## src/rtl/core/pdc_pkg.sv

```systemverilog
// shared constants, codes and command types for the pid duty controller
package pdc_pkg;

   // default geometry
   localparam int SAMPLE_WIDTH_DEF = 10;
   localparam int FRAC_BITS_DEF    = 24;

   // fixed field and register widths
   localparam int FS_WIDTH        = 10;
   localparam int GAIN_WIDTH      = 32;
   localparam int CSR_DATA_WIDTH  = 32;
   localparam int CSR_INDEX_WIDTH = 2;
   localparam int INTEG_WIDTH     = 48;
   localparam int SUM_WIDTH       = 64;
   localparam int DUTY_WIDTH      = 7;
   localparam int SCALE_BITS      = 7;

   // duty scaling and limits
   localparam int PERCENT_SCALE = 100;
   localparam int DUTY_LIMIT    = 100;
   localparam int DUTY_MAX      = 99;

   // register reset values
   localparam logic [FS_WIDTH-1:0]   FULL_SCALE_RST = 10'd900;
   localparam logic [GAIN_WIDTH-1:0] GAIN_PROP_RST  = 32'd6710886;
   localparam logic [GAIN_WIDTH-1:0] GAIN_INTEG_RST = 32'd3355;
   localparam logic [GAIN_WIDTH-1:0] GAIN_DERIV_RST = 32'd0;

   // register indexes
   typedef enum logic [CSR_INDEX_WIDTH-1:0] {
      CSR_FULL_SCALE = 2'd0,
      CSR_GAIN_PROP  = 2'd1,
      CSR_GAIN_INTEG = 2'd2,
      CSR_GAIN_DERIV = 2'd3
   } csr_index_type;

   // multiplier operand select
   typedef enum logic [1:0] {
      MS_INTEG = 2'd0,
      MS_PROP  = 2'd1,
      MS_DERIV = 2'd2
   } mul_sel_type;

   // accumulator operation
   typedef enum logic [1:0] {
      ACC_HOLD    = 2'd0,
      ACC_FF_PROD = 2'd1,
      ACC_PROD    = 2'd2,
      ACC_INTEG   = 2'd3
   } acc_op_type;

   // controller to datapath commands
   typedef struct packed {
      logic        load;
      logic        div_step;
      logic        prod_en;
      mul_sel_type mul_sel;
      logic        integ_upd;
      acc_op_type  acc_op;
      logic        out_load;
   } cmd_type;

   // datapath to controller status
   typedef struct packed {
      logic out_free;
   } sts_type;

endpackage

```

## src/rtl/core/pdc_if.sv

```systemverilog
// request and response channel interfaces of the pid duty controller
interface pdc_req_if #(
   parameter int SAMPLE_WIDTH = pdc_pkg::SAMPLE_WIDTH_DEF
);
   logic                    valid;
   logic                    ready;
   logic [SAMPLE_WIDTH-1:0] target_speed;
   logic [SAMPLE_WIDTH-1:0] measured_speed;

   modport source (output valid, output target_speed, output measured_speed, input ready);
   modport sink   (input valid, input target_speed, input measured_speed, output ready);
endinterface

interface pdc_rsp_if;
   logic                            valid;
   logic                            ready;
   logic [pdc_pkg::DUTY_WIDTH-1:0]  duty_percent;
   logic                            clamped;

   modport source (output valid, output duty_percent, output clamped, input ready);
   modport sink   (input valid, input duty_percent, input clamped, output ready);
endinterface

```

## src/rtl/core/pdc_ctrl.sv

```systemverilog
// sequencing state machine of the pid duty controller
module pdc_ctrl #(
   parameter int SAMPLE_WIDTH = pdc_pkg::SAMPLE_WIDTH_DEF
) (
   input  logic             clock,
   input  logic             reset,
   input  logic             req_valid,
   output logic             req_ready,
   input  pdc_pkg::sts_type sts,
   output pdc_pkg::cmd_type cmd
);

   localparam int NUM_W = SAMPLE_WIDTH + pdc_pkg::SCALE_BITS;
   localparam int CNT_W = $clog2(NUM_W);

   typedef enum logic [7:0] {
      ST_IDLE  = 8'b0000_0001,
      ST_DIV   = 8'b0000_0010,
      ST_MUL_I = 8'b0000_0100,
      ST_MUL_P = 8'b0000_1000,
      ST_MUL_D = 8'b0001_0000,
      ST_ADD_D = 8'b0010_0000,
      ST_ADD_I = 8'b0100_0000,
      ST_OUT   = 8'b1000_0000
   } state_type;

   state_type        state_ff, state_in;
   logic [CNT_W-1:0] cnt_ff, cnt_in;

   // next state and divide step count
   always_comb begin
      state_in = state_ff;
      cnt_in   = cnt_ff;
      case (state_ff)
         ST_IDLE: begin
            if (req_valid) begin
               state_in = ST_DIV;
               cnt_in   = CNT_W'(NUM_W - 1);
            end
         end
         ST_DIV: begin
            if (cnt_ff == '0) begin
               state_in = ST_MUL_I;
            end else begin
               cnt_in = cnt_ff - 1'b1;
            end
         end
         ST_MUL_I: state_in = ST_MUL_P;
         ST_MUL_P: state_in = ST_MUL_D;
         ST_MUL_D: state_in = ST_ADD_D;
         ST_ADD_D: state_in = ST_ADD_I;
         ST_ADD_I: state_in = ST_OUT;
         ST_OUT: begin
            if (sts.out_free) begin
               state_in = ST_IDLE;
            end
         end
         default: state_in = ST_IDLE;
      endcase
   end

   always_ff @(posedge clock) begin
      if (reset) begin
         state_ff <= ST_IDLE;
         cnt_ff   <= '0;
      end else begin
         state_ff <= state_in;
         cnt_ff   <= cnt_in;
      end
   end

   // command decode
   assign req_ready = (state_ff == ST_IDLE);

   always_comb begin
      cmd           = '0;
      cmd.mul_sel   = pdc_pkg::MS_INTEG;
      cmd.acc_op    = pdc_pkg::ACC_HOLD;
      cmd.load      = (state_ff == ST_IDLE) && req_valid;
      cmd.div_step  = (state_ff == ST_DIV);
      cmd.integ_upd = (state_ff == ST_MUL_P);
      cmd.out_load  = (state_ff == ST_OUT) && sts.out_free;
      case (state_ff)
         ST_MUL_I: begin
            cmd.prod_en = 1'b1;
            cmd.mul_sel = pdc_pkg::MS_INTEG;
         end
         ST_MUL_P: begin
            cmd.prod_en = 1'b1;
            cmd.mul_sel = pdc_pkg::MS_PROP;
         end
         ST_MUL_D: begin
            cmd.prod_en = 1'b1;
            cmd.mul_sel = pdc_pkg::MS_DERIV;
            cmd.acc_op  = pdc_pkg::ACC_FF_PROD;
         end
         ST_ADD_D: cmd.acc_op = pdc_pkg::ACC_PROD;
         ST_ADD_I: cmd.acc_op = pdc_pkg::ACC_INTEG;
         default:  cmd.acc_op = pdc_pkg::ACC_HOLD;
      endcase
   end

endmodule

```

## src/rtl/core/pdc_datapath.sv

```systemverilog
// divider, shared multiplier, integrator, accumulator and output word register
module pdc_datapath #(
   parameter int SAMPLE_WIDTH = pdc_pkg::SAMPLE_WIDTH_DEF,
   parameter int FRAC_BITS    = pdc_pkg::FRAC_BITS_DEF
) (
   input  logic                               clock,
   input  logic                               reset,
   input  pdc_pkg::cmd_type                   cmd,
   output pdc_pkg::sts_type                   sts,
   input  logic [SAMPLE_WIDTH-1:0]            target_speed,
   input  logic [SAMPLE_WIDTH-1:0]            measured_speed,
   input  logic [pdc_pkg::FS_WIDTH-1:0]       full_scale,
   input  logic [pdc_pkg::GAIN_WIDTH-1:0]     gain_prop,
   input  logic [pdc_pkg::GAIN_WIDTH-1:0]     gain_integ,
   input  logic [pdc_pkg::GAIN_WIDTH-1:0]     gain_deriv,
   input  logic                               rsp_ready,
   output logic                               rsp_valid,
   output logic [pdc_pkg::DUTY_WIDTH-1:0]     duty_percent,
   output logic                               clamped
);

   localparam int ERR_W   = SAMPLE_WIDTH + 1;
   localparam int DIFF_W  = SAMPLE_WIDTH + 2;
   localparam int NUM_W   = SAMPLE_WIDTH + pdc_pkg::SCALE_BITS;
   localparam int REM_W   = pdc_pkg::FS_WIDTH + 1;
   localparam int OPB_W   = pdc_pkg::GAIN_WIDTH + 1;
   localparam int PROD_W  = DIFF_W + OPB_W;
   localparam int SUM_W   = pdc_pkg::SUM_WIDTH;
   localparam int INTEG_W = pdc_pkg::INTEG_WIDTH;
   localparam int DUTY_W  = pdc_pkg::DUTY_WIDTH;

   localparam logic signed [SUM_W-1:0] INTEG_HI = (SUM_W'(1) << (INTEG_W - 1)) - SUM_W'(1);
   localparam logic signed [SUM_W-1:0] INTEG_LO = -(SUM_W'(1) << (INTEG_W - 1));
   localparam logic signed [SUM_W-1:0] LOW_LIM  = -(SUM_W'(1) << FRAC_BITS);
   localparam logic signed [SUM_W-1:0] HIGH_LIM = SUM_W'(pdc_pkg::DUTY_LIMIT) << FRAC_BITS;

   logic signed [ERR_W-1:0]   err_ff, err_in;
   logic signed [ERR_W-1:0]   prev_err_ff;
   logic signed [DIFF_W-1:0]  diff_ff, diff_in;
   logic [NUM_W-1:0]          quot_ff, quot_in;
   logic [REM_W-1:0]          rem_ff, rem_in;
   logic signed [PROD_W-1:0]  prod_ff, prod_in;
   logic signed [INTEG_W-1:0] integ_ff, integ_in;
   logic signed [SUM_W-1:0]   acc_ff, acc_in;
   logic                      rsp_valid_ff, rsp_valid_in;
   logic [DUTY_W-1:0]         duty_ff, duty_in;
   logic                      clamped_ff, clamped_in;

   logic [REM_W-1:0]          rem_sh;
   logic                      rem_ge;
   logic [NUM_W-1:0]          ff_val;
   logic signed [DIFF_W-1:0]  op_a;
   logic signed [OPB_W-1:0]   op_b;
   logic signed [SUM_W-1:0]   prod_ext;
   logic signed [SUM_W-1:0]   integ_ext;
   logic signed [SUM_W-1:0]   integ_sum;
   logic signed [SUM_W-1:0]   ff_term;
   logic                      clamp_lo;
   logic                      clamp_hi;

   // error and error change, taken when a word is accepted
   assign err_in  = $signed({1'b0, target_speed}) - $signed({1'b0, measured_speed});
   assign diff_in = DIFF_W'(err_in) - DIFF_W'(prev_err_ff);

   // restoring divider step, one quotient bit per cycle
   assign rem_sh = {rem_ff[REM_W-2:0], quot_ff[NUM_W-1]};
   assign rem_ge = (rem_sh >= {1'b0, full_scale});

   always_comb begin
      quot_in = quot_ff;
      rem_in  = rem_ff;
      if (cmd.load) begin
         quot_in = NUM_W'(target_speed) * NUM_W'(pdc_pkg::PERCENT_SCALE);
         rem_in  = '0;
      end else if (cmd.div_step) begin
         quot_in = {quot_ff[NUM_W-2:0], rem_ge};
         rem_in  = rem_ge ? (rem_sh - {1'b0, full_scale}) : rem_sh;
      end
   end

   // zero full scale gives no feedforward
   assign ff_val = (full_scale != '0) ? quot_ff : '0;

   // shared multiplier, error or error change by one gain
   always_comb begin
      case (cmd.mul_sel)
         pdc_pkg::MS_PROP: begin
            op_a = DIFF_W'(err_ff);
            op_b = $signed({1'b0, gain_prop});
         end
         pdc_pkg::MS_DERIV: begin
            op_a = diff_ff;
            op_b = $signed({1'b0, gain_deriv});
         end
         default: begin
            op_a = DIFF_W'(err_ff);
            op_b = $signed({1'b0, gain_integ});
         end
      endcase
   end

   assign prod_in = op_a * op_b;

   // integrator with saturation
   assign prod_ext  = {{(SUM_W - PROD_W){prod_ff[PROD_W-1]}}, prod_ff};
   assign integ_ext = {{(SUM_W - INTEG_W){integ_ff[INTEG_W-1]}}, integ_ff};
   assign integ_sum = integ_ext + prod_ext;

   always_comb begin
      if (integ_sum > INTEG_HI) begin
         integ_in = INTEG_HI[INTEG_W-1:0];
      end else if (integ_sum < INTEG_LO) begin
         integ_in = INTEG_LO[INTEG_W-1:0];
      end else begin
         integ_in = integ_sum[INTEG_W-1:0];
      end
   end

   // accumulator for feedforward and pid terms
   assign ff_term = SUM_W'(ff_val) << FRAC_BITS;

   always_comb begin
      case (cmd.acc_op)
         pdc_pkg::ACC_FF_PROD: acc_in = ff_term + prod_ext;
         pdc_pkg::ACC_PROD:    acc_in = acc_ff + prod_ext;
         pdc_pkg::ACC_INTEG:   acc_in = acc_ff + integ_ext;
         default:              acc_in = acc_ff;
      endcase
   end

   // truncate toward zero and clamp to the duty range
   assign clamp_lo = (acc_ff <= LOW_LIM);
   assign clamp_hi = (acc_ff >= HIGH_LIM);

   always_comb begin
      clamped_in = clamp_lo || clamp_hi;
      if (clamp_hi) begin
         duty_in = DUTY_W'(pdc_pkg::DUTY_MAX);
      end else if (acc_ff[SUM_W-1]) begin
         duty_in = '0;
      end else begin
         duty_in = acc_ff[FRAC_BITS +: DUTY_W];
      end
   end

   // output word register
   assign sts.out_free = !rsp_valid_ff || rsp_ready;

   always_comb begin
      rsp_valid_in = rsp_valid_ff;
      if (cmd.out_load) begin
         rsp_valid_in = 1'b1;
      end else if (rsp_ready) begin
         rsp_valid_in = 1'b0;
      end
   end

   // control and loop state
   always_ff @(posedge clock) begin
      if (reset) begin
         rsp_valid_ff <= 1'b0;
         prev_err_ff  <= '0;
         integ_ff     <= '0;
      end else begin
         rsp_valid_ff <= rsp_valid_in;
         if (cmd.load) begin
            prev_err_ff <= err_in;
         end
         if (cmd.integ_upd) begin
            integ_ff <= integ_in;
         end
      end
   end

   // working payload registers
   always_ff @(posedge clock) begin
      if (cmd.load) begin
         err_ff  <= err_in;
         diff_ff <= diff_in;
      end
      quot_ff <= quot_in;
      rem_ff  <= rem_in;
      if (cmd.prod_en) begin
         prod_ff <= prod_in;
      end
      acc_ff <= acc_in;
      if (cmd.out_load) begin
         duty_ff    <= duty_in;
         clamped_ff <= clamped_in;
      end
   end

   assign rsp_valid    = rsp_valid_ff;
   assign duty_percent = duty_ff;
   assign clamped      = clamped_ff;

endmodule

```

## src/rtl/core/pid_duty_controller_core.sv

```systemverilog
// top level of the pid duty controller with feedforward
//
//   channel   dir   handshake        payload
//   req_port  in    valid / ready    target_speed, measured_speed
//   rsp_port  out   valid / ready    duty_percent, clamped
//   csr_*     in    csr_we           csr_index, csr_wdata
//
// one word is in flight at a time; it passes through the divide steps, the three
// multiply states and the two add states before the result is loaded, and the
// next word can be taken in the cycle after the load
// the restoring divider for the feedforward takes one quotient bit per cycle,
// and the single shared multiplier takes three passes
// reset is synchronous and active high; it clears the integrator and error history
// a result waits in the output register while the next word is accepted; the
// block stalls only at its final step until that register is free
module pid_duty_controller_core #(
   parameter int SAMPLE_WIDTH = pdc_pkg::SAMPLE_WIDTH_DEF,
   parameter int FRAC_BITS    = pdc_pkg::FRAC_BITS_DEF
) (
   input  logic                                 clock,
   input  logic                                 reset,
   pdc_req_if.sink                              req_port,
   pdc_rsp_if.source                            rsp_port,
   input  logic                                 csr_we,
   input  logic [pdc_pkg::CSR_INDEX_WIDTH-1:0]  csr_index,
   input  logic [pdc_pkg::CSR_DATA_WIDTH-1:0]   csr_wdata
);

   logic [pdc_pkg::FS_WIDTH-1:0]   full_scale_ff;
   logic [pdc_pkg::GAIN_WIDTH-1:0] gain_prop_ff;
   logic [pdc_pkg::GAIN_WIDTH-1:0] gain_integ_ff;
   logic [pdc_pkg::GAIN_WIDTH-1:0] gain_deriv_ff;

   pdc_pkg::cmd_type cmd;
   pdc_pkg::sts_type sts;

   // configuration registers
   always_ff @(posedge clock) begin
      if (reset) begin
         full_scale_ff <= pdc_pkg::FULL_SCALE_RST;
         gain_prop_ff  <= pdc_pkg::GAIN_PROP_RST;
         gain_integ_ff <= pdc_pkg::GAIN_INTEG_RST;
         gain_deriv_ff <= pdc_pkg::GAIN_DERIV_RST;
      end else if (csr_we) begin
         case (csr_index)
            pdc_pkg::CSR_FULL_SCALE: full_scale_ff <= csr_wdata[pdc_pkg::FS_WIDTH-1:0];
            pdc_pkg::CSR_GAIN_PROP:  gain_prop_ff  <= csr_wdata[pdc_pkg::GAIN_WIDTH-1:0];
            pdc_pkg::CSR_GAIN_INTEG: gain_integ_ff <= csr_wdata[pdc_pkg::GAIN_WIDTH-1:0];
            pdc_pkg::CSR_GAIN_DERIV: gain_deriv_ff <= csr_wdata[pdc_pkg::GAIN_WIDTH-1:0];
            default: ;
         endcase
      end
   end

   // controller
   pdc_ctrl #(
      .SAMPLE_WIDTH (SAMPLE_WIDTH)
   ) u_ctrl (
      .clock     (clock),
      .reset     (reset),
      .req_valid (req_port.valid),
      .req_ready (req_port.ready),
      .sts       (sts),
      .cmd       (cmd)
   );

   // datapath
   pdc_datapath #(
      .SAMPLE_WIDTH (SAMPLE_WIDTH),
      .FRAC_BITS    (FRAC_BITS)
   ) u_datapath (
      .clock          (clock),
      .reset          (reset),
      .cmd            (cmd),
      .sts            (sts),
      .target_speed   (req_port.target_speed),
      .measured_speed (req_port.measured_speed),
      .full_scale     (full_scale_ff),
      .gain_prop      (gain_prop_ff),
      .gain_integ     (gain_integ_ff),
      .gain_deriv     (gain_deriv_ff),
      .rsp_ready      (rsp_port.ready),
      .rsp_valid      (rsp_port.valid),
      .duty_percent   (rsp_port.duty_percent),
      .clamped        (rsp_port.clamped)
   );

   // checks
   a_busy_after_load: assert property (@(posedge clock) disable iff (reset)
      cmd.load |=> !req_port.ready)
      else $error("request ready while a word is in progress");

   a_no_overwrite: assert property (@(posedge clock) disable iff (reset)
      cmd.out_load |-> sts.out_free)
      else $error("result loaded over a word not yet taken");

   a_duty_range: assert property (@(posedge clock) disable iff (reset)
      rsp_port.valid |-> (rsp_port.duty_percent <= pdc_pkg::DUTY_WIDTH'(pdc_pkg::DUTY_MAX)))
      else $error("duty out of range");

   a_clamp_value: assert property (@(posedge clock) disable iff (reset)
      (rsp_port.valid && rsp_port.clamped) |->
         (rsp_port.duty_percent == '0 ||
          rsp_port.duty_percent == pdc_pkg::DUTY_WIDTH'(pdc_pkg::DUTY_MAX)))
      else $error("clamped word with a duty other than a limit");

endmodule

```

## src/flat_wrapper.sv

```systemverilog
// flat-port wrapper written by rule: the top's interface ports become plain ports
module pid_duty_controller_core_flat 
#(
   parameter int SAMPLE_WIDTH = pdc_pkg::SAMPLE_WIDTH_DEF,
   parameter int FRAC_BITS    = pdc_pkg::FRAC_BITS_DEF
)
  (clock, reset, csr_we, csr_index, csr_wdata, req_port_valid, req_port_target_speed, req_port_measured_speed, req_port_ready, rsp_port_valid, rsp_port_duty_percent, rsp_port_clamped, rsp_port_ready);
  pdc_req_if #(.SAMPLE_WIDTH(SAMPLE_WIDTH)) req_port_i ();
  pdc_rsp_if rsp_port_i ();
  input  logic clock;
  input  logic reset;
  input  logic csr_we;
  input  logic [pdc_pkg::CSR_INDEX_WIDTH-1:0] csr_index;
  input  logic [pdc_pkg::CSR_DATA_WIDTH-1:0] csr_wdata;
  input wire logic [$bits(req_port_i.valid)-1:0] req_port_valid;
  input wire logic [$bits(req_port_i.target_speed)-1:0] req_port_target_speed;
  input wire logic [$bits(req_port_i.measured_speed)-1:0] req_port_measured_speed;
  output wire logic [$bits(req_port_i.ready)-1:0] req_port_ready;
  output wire logic [$bits(rsp_port_i.valid)-1:0] rsp_port_valid;
  output wire logic [$bits(rsp_port_i.duty_percent)-1:0] rsp_port_duty_percent;
  output wire logic [$bits(rsp_port_i.clamped)-1:0] rsp_port_clamped;
  input wire logic [$bits(rsp_port_i.ready)-1:0] rsp_port_ready;
  assign req_port_i.valid = req_port_valid;
  assign req_port_i.target_speed = req_port_target_speed;
  assign req_port_i.measured_speed = req_port_measured_speed;
  assign req_port_ready = req_port_i.ready;
  assign rsp_port_valid = rsp_port_i.valid;
  assign rsp_port_duty_percent = rsp_port_i.duty_percent;
  assign rsp_port_clamped = rsp_port_i.clamped;
  assign rsp_port_i.ready = rsp_port_ready;
  pid_duty_controller_core #(.SAMPLE_WIDTH(SAMPLE_WIDTH), .FRAC_BITS(FRAC_BITS)) u_core (.clock(clock), .reset(reset), .req_port(req_port_i), .rsp_port(rsp_port_i), .csr_we(csr_we), .csr_index(csr_index), .csr_wdata(csr_wdata));
endmodule
```

## config.mk

```make
export PLATFORM = sky130hd
export DESIGN_NAME = pid_duty_controller_core_flat
export DESIGN_NICKNAME = d
export VERILOG_FILES = /design/src/rtl/core/pdc_pkg.sv /design/src/rtl/core/pdc_if.sv /design/src/rtl/core/pdc_ctrl.sv /design/src/rtl/core/pdc_datapath.sv /design/src/rtl/core/pid_duty_controller_core.sv /design/src/flat_wrapper.sv
export SDC_FILE = /design/constraint.sdc
export NUM_CORES = 2
export LEC_CHECK = 0
export ABC_CLOCK_PERIOD_IN_PS = 10470
export BUFFER_PORTS_ARGS = -buffer_cell sky130_fd_sc_hd__buf_2
export CORE_AREA = 2 2 297 416
export DETAILED_ROUTE_END_ITERATION = 6
export DIE_AREA = 0 0 299 418
export PLACE_DENSITY = 0.44
export SLEW_MARGIN = 10
export SYNTH_ARGS = -nofsm -noshare
export SYNTH_HDL_FRONTEND = slang
export SYNTH_SLANG_ARGS = --single-unit
export TNS_END_PERCENT = 30
```

## constraint.sdc

```tcl
create_clock -name clock -period 10.47 [get_ports clock]
set_clock_uncertainty 0.05 [all_clocks]
set_input_delay 1.047 -clock clock [delete_from_list [all_inputs] [get_ports clock]]
set_output_delay 1.047 -clock clock [all_outputs]
set_load 0.01 [all_outputs]
```

==> out/results.txt <==
Gr busiest metal = met2
Largest fanout on the critical path = 27
Number of placement rows = 151
Net Sw Frac = 44.7%
Combinational Power Share = 55.3%
Synth Area per Inst = 8.26 µm²
Largest net degree at the start of global routing = 91
Dpl cell area = 0.0381 mm²
CTS buffer count = 44
Die span in y = 418 µm
Routability congestion estimate = 0.916
Nets = 5026
Setup TNS = 0 ns
VDD IR max = 0.000267 V
Mapped Area = 0.0361 mm²
CP arrival = 9.39 ns
Status = complete, no violations
HP Class = flop to flop
Syn_nets = 5056
H-tree levels = 2
Full die area = 0.125 mm²
Total of cells resized after clock tree synthesis = 0
Final Cell Area = 0.0397 mm²
Clk pin slew, worst setup/hold paths = 0.06 ns
Root buf cell = clkbuf_16
Ys async rst share = 0%
Worst slack, placed = 1.44 ns
Relative max-transition margin = 26.5%
Clk_lat worst skew = 0.62 ns
FF+latch count, synth = 346
Final Cycle Share = 86.7%
WS Path Type = flop to flop
Finished Layout Cells = 5982
Leak = 17.5 nW
GRT Total Usage = 19.1%
F_max = 110 MHz
Post-route ant nets = 0
Critical Path End Type = flop
P_int = 4.17 mW
Max-Cap Viols = 0
Hold-fix buffers, CTS = 0
Setup WS post-layout = 1.40 ns
Number of library cell types mapped by synthesis = 104
First-pass GRT wire length = 185 mm
Post-CTS Setup Bufs = 0
WL/cell = 20.0 µm
Post-Route WL = 120 mm
Vias per Instance = 5.03
Chip width = 299 µm
Core footprint = 0.121 mm²
CP Launch Type = flop
Met1 Use GR = 21.6%
Yosys warnings = 0
CP max stage delay = 0.57 ns
Filler instances = 13000
Final min period = 9.07 ns
Met3 usage = 1.54%
Post-DP HPWL = 93.7 mm
Num ports = 69
Layout cell share with drive strength beyond 1 = 6.40%
DR DRC count = 0
Crit-path most repeated cell = fa_1
Final hold vios = 0
Clock power frac = 22.2%
CTS tree = yes
RSZ-0062 raised after global routing = false
Initial antenna violation count = 2
Number of synthesized flops with an enable pin = 155
Initial Utilization = 29.9%
Area growth, synth to finish = 10.1%
Final setup vio count = 0
Net Switching = 3.37 mW
Final Core Density = 32.9%
Worst EP required = 10.79 ns
PortBufs = 68
Final Max Slew Viols = 0
Power per cell area = 190 mW/mm²
1st-pass router iterations = 7
Post-Synthesis Cells = 4371
Number of global-route vias before repair = 31300
GR Layer Usage met2 = 36.8%
Via count = 30100
Sink Count = 346
Flop pwr share = 22.4%
Prevailing post-synth register cell = dfxtp_1
Max clock buf depth = 3
Initial DRC count = 1405
Worst-margin pin slew = 1.10 ns
Slowest library cell on the worst path = fa_1
Antenna Diode Count = 0
Sequential fraction of the synthesis area = 23.5%
Cells after DPL = 5901
Global route overflow = 0
-- metrics by stage --
step / power (mW) / hold slack [ns]
2_1_floorplan: 4.49 / 0.373
3_3_place_gp: 5.96 / 0.392
3_5_place_dp: 5.96 / 0.397
4_1_cts: 7.69 / 0.405
5_1_grt: 8.19 / 0.418
6_report: 7.54 / 0.402
-- final cells by class --
type / count / area (µm²) / share of cell area (%)
flip-flops and latches: 346 / 8480 / 21.3
clock buffers: 62 / 1320 / 3.33
repair buffers: 124 / 763 / 1.92
clock inverters: 19 / 289 / 0.727
well taps: 1606 / 2010 / 5.06
inverters: 511 / 1920 / 4.83
multi-input cells: 3314 / 25000 / 62.8
-- synthesized netlist by cell type (all sizes together) (21+ instances only) --
library cell | number | area, µm²
edfxtp | 155 | 4650
nor2 | 244 | 918
o21ai | 266 | 1360
nor2b | 29 | 181
dfxtp | 191 | 3820
a31oi | 23 | 159
and2 | 81 | 510
a21oi | 357 | 1790
clkbuf | 178 | 682
nand2 | 809 | 3040
nor3 | 40 | 205
a22oi | 33 | 248
a21boi | 23 | 173
xnor2 | 102 | 901
o21a | 23 | 173
a211oi | 48 | 370
inv | 509 | 1910
nand4 | 49 | 307
o21bai | 33 | 248
buf | 21 | 103
a21o | 121 | 915
ha | 314 | 3930
nand2b | 28 | 175
nor4 | 24 | 165
xor2 | 70 | 613
nand3 | 64 | 320
fa | 312 | 6250
-- layout by cell type (no fill, tap or decap), drive strengths merged, types with 29 or more instances in the layout --
cell    Yosys  routed
nand2     809     809
inv       509     511
a21oi     357     357
ha        314     314
fa        312     312
o21ai     266     266
nor2      244     244
dfxtp     191     191
edfxtp    155     155
buf        21     124
a21o      121     121
xnor2     102     102
and2       81      81
xor2       70      70
nand3      64      64
clkbuf    178      62
nand4      49      49
a211oi     48      48
nor3       40      40
o21bai     33      33
a22oi      33      33
nor2b      29      29
-- kinds of logic after synthesis --
logic type	synth area share [%]
DFF	23.5
AOI/OAI and AO/OA	17.9
adders and majority gates	28.4
muxes	0.880
xor gates and xnor gates	4.19
buffers and inverters	7.51
and+or+nand+nor	17.7
-- metal layers --
metal,routed length [µm],vias up
met3,3020,176
met5,22,-
met2,64200,487
li1,-,14600
met1,47900,14800
met4,4400,4
-- power by group through the flow --
stage / registers (mW) / logic [mW] / clock network (mW)
global placement: 1.72 / 4.24 / 0
detailed placement: 1.72 / 4.24 / 0
CTS: 1.69 / 4.26 / 1.73
global route: 1.70 / 4.71 / 1.78
finish: 1.69 / 4.17 / 1.68
floorplan: 1.70 / 2.79 / 0
-- sequential cells by signal (all words and copies together) (netlist names) --
signal,flops
u_core.u_datapath.duty_percent,7
u_core.u_datapath.rsp_valid,1
u_core.u_datapath.err_ff,11
u_core.u_datapath.rem_ff,10
u_core.gain_prop_ff,32
u_core.u_datapath.quot_ff,17
u_core.u_datapath.acc_ff,64
u_core.u_datapath.prod_ff,45
u_core.full_scale_ff,10
u_core.gain_deriv_ff,32
u_core.u_ctrl.state_ff,8
u_core.u_datapath.diff_ff,12
u_core.u_datapath.prev_err_ff,11
u_core.u_datapath.clamped,1
u_core.gain_integ_ff,32
u_core.u_ctrl.cnt_ff,5
u_core.u_datapath.integ_ff,48
-- worst max-delay path, delay by kind of cell, from the launching register on --
kind            cells  cell delay [ns]
compound gates     11             2.90
flops               1             0.33
simple gates        4             0.98
buf+inv             7             1.15
fa+ha+maj           7             3.37
-- path summary, 6_finish.rpt --
path / startpoint / endpoint / slack (ns) / depth (start not counted)
worst max-delay path: u_core.u_ctrl.state_ff[7] / u_core.u_datapath.prod_ff[41] / 1.40 / 29
worst min-delay path: u_core.gain_prop_ff[28] / u_core.gain_prop_ff[28] / 0.40 / 2
worst max register to register: u_core.u_ctrl.state_ff[7] / u_core.u_datapath.prod_ff[41] / 1.40 / 29
worst min register to register: u_core.gain_prop_ff[28] / u_core.gain_prop_ff[28] / 0.40 / 2
(Power assumes the default switching activity.)
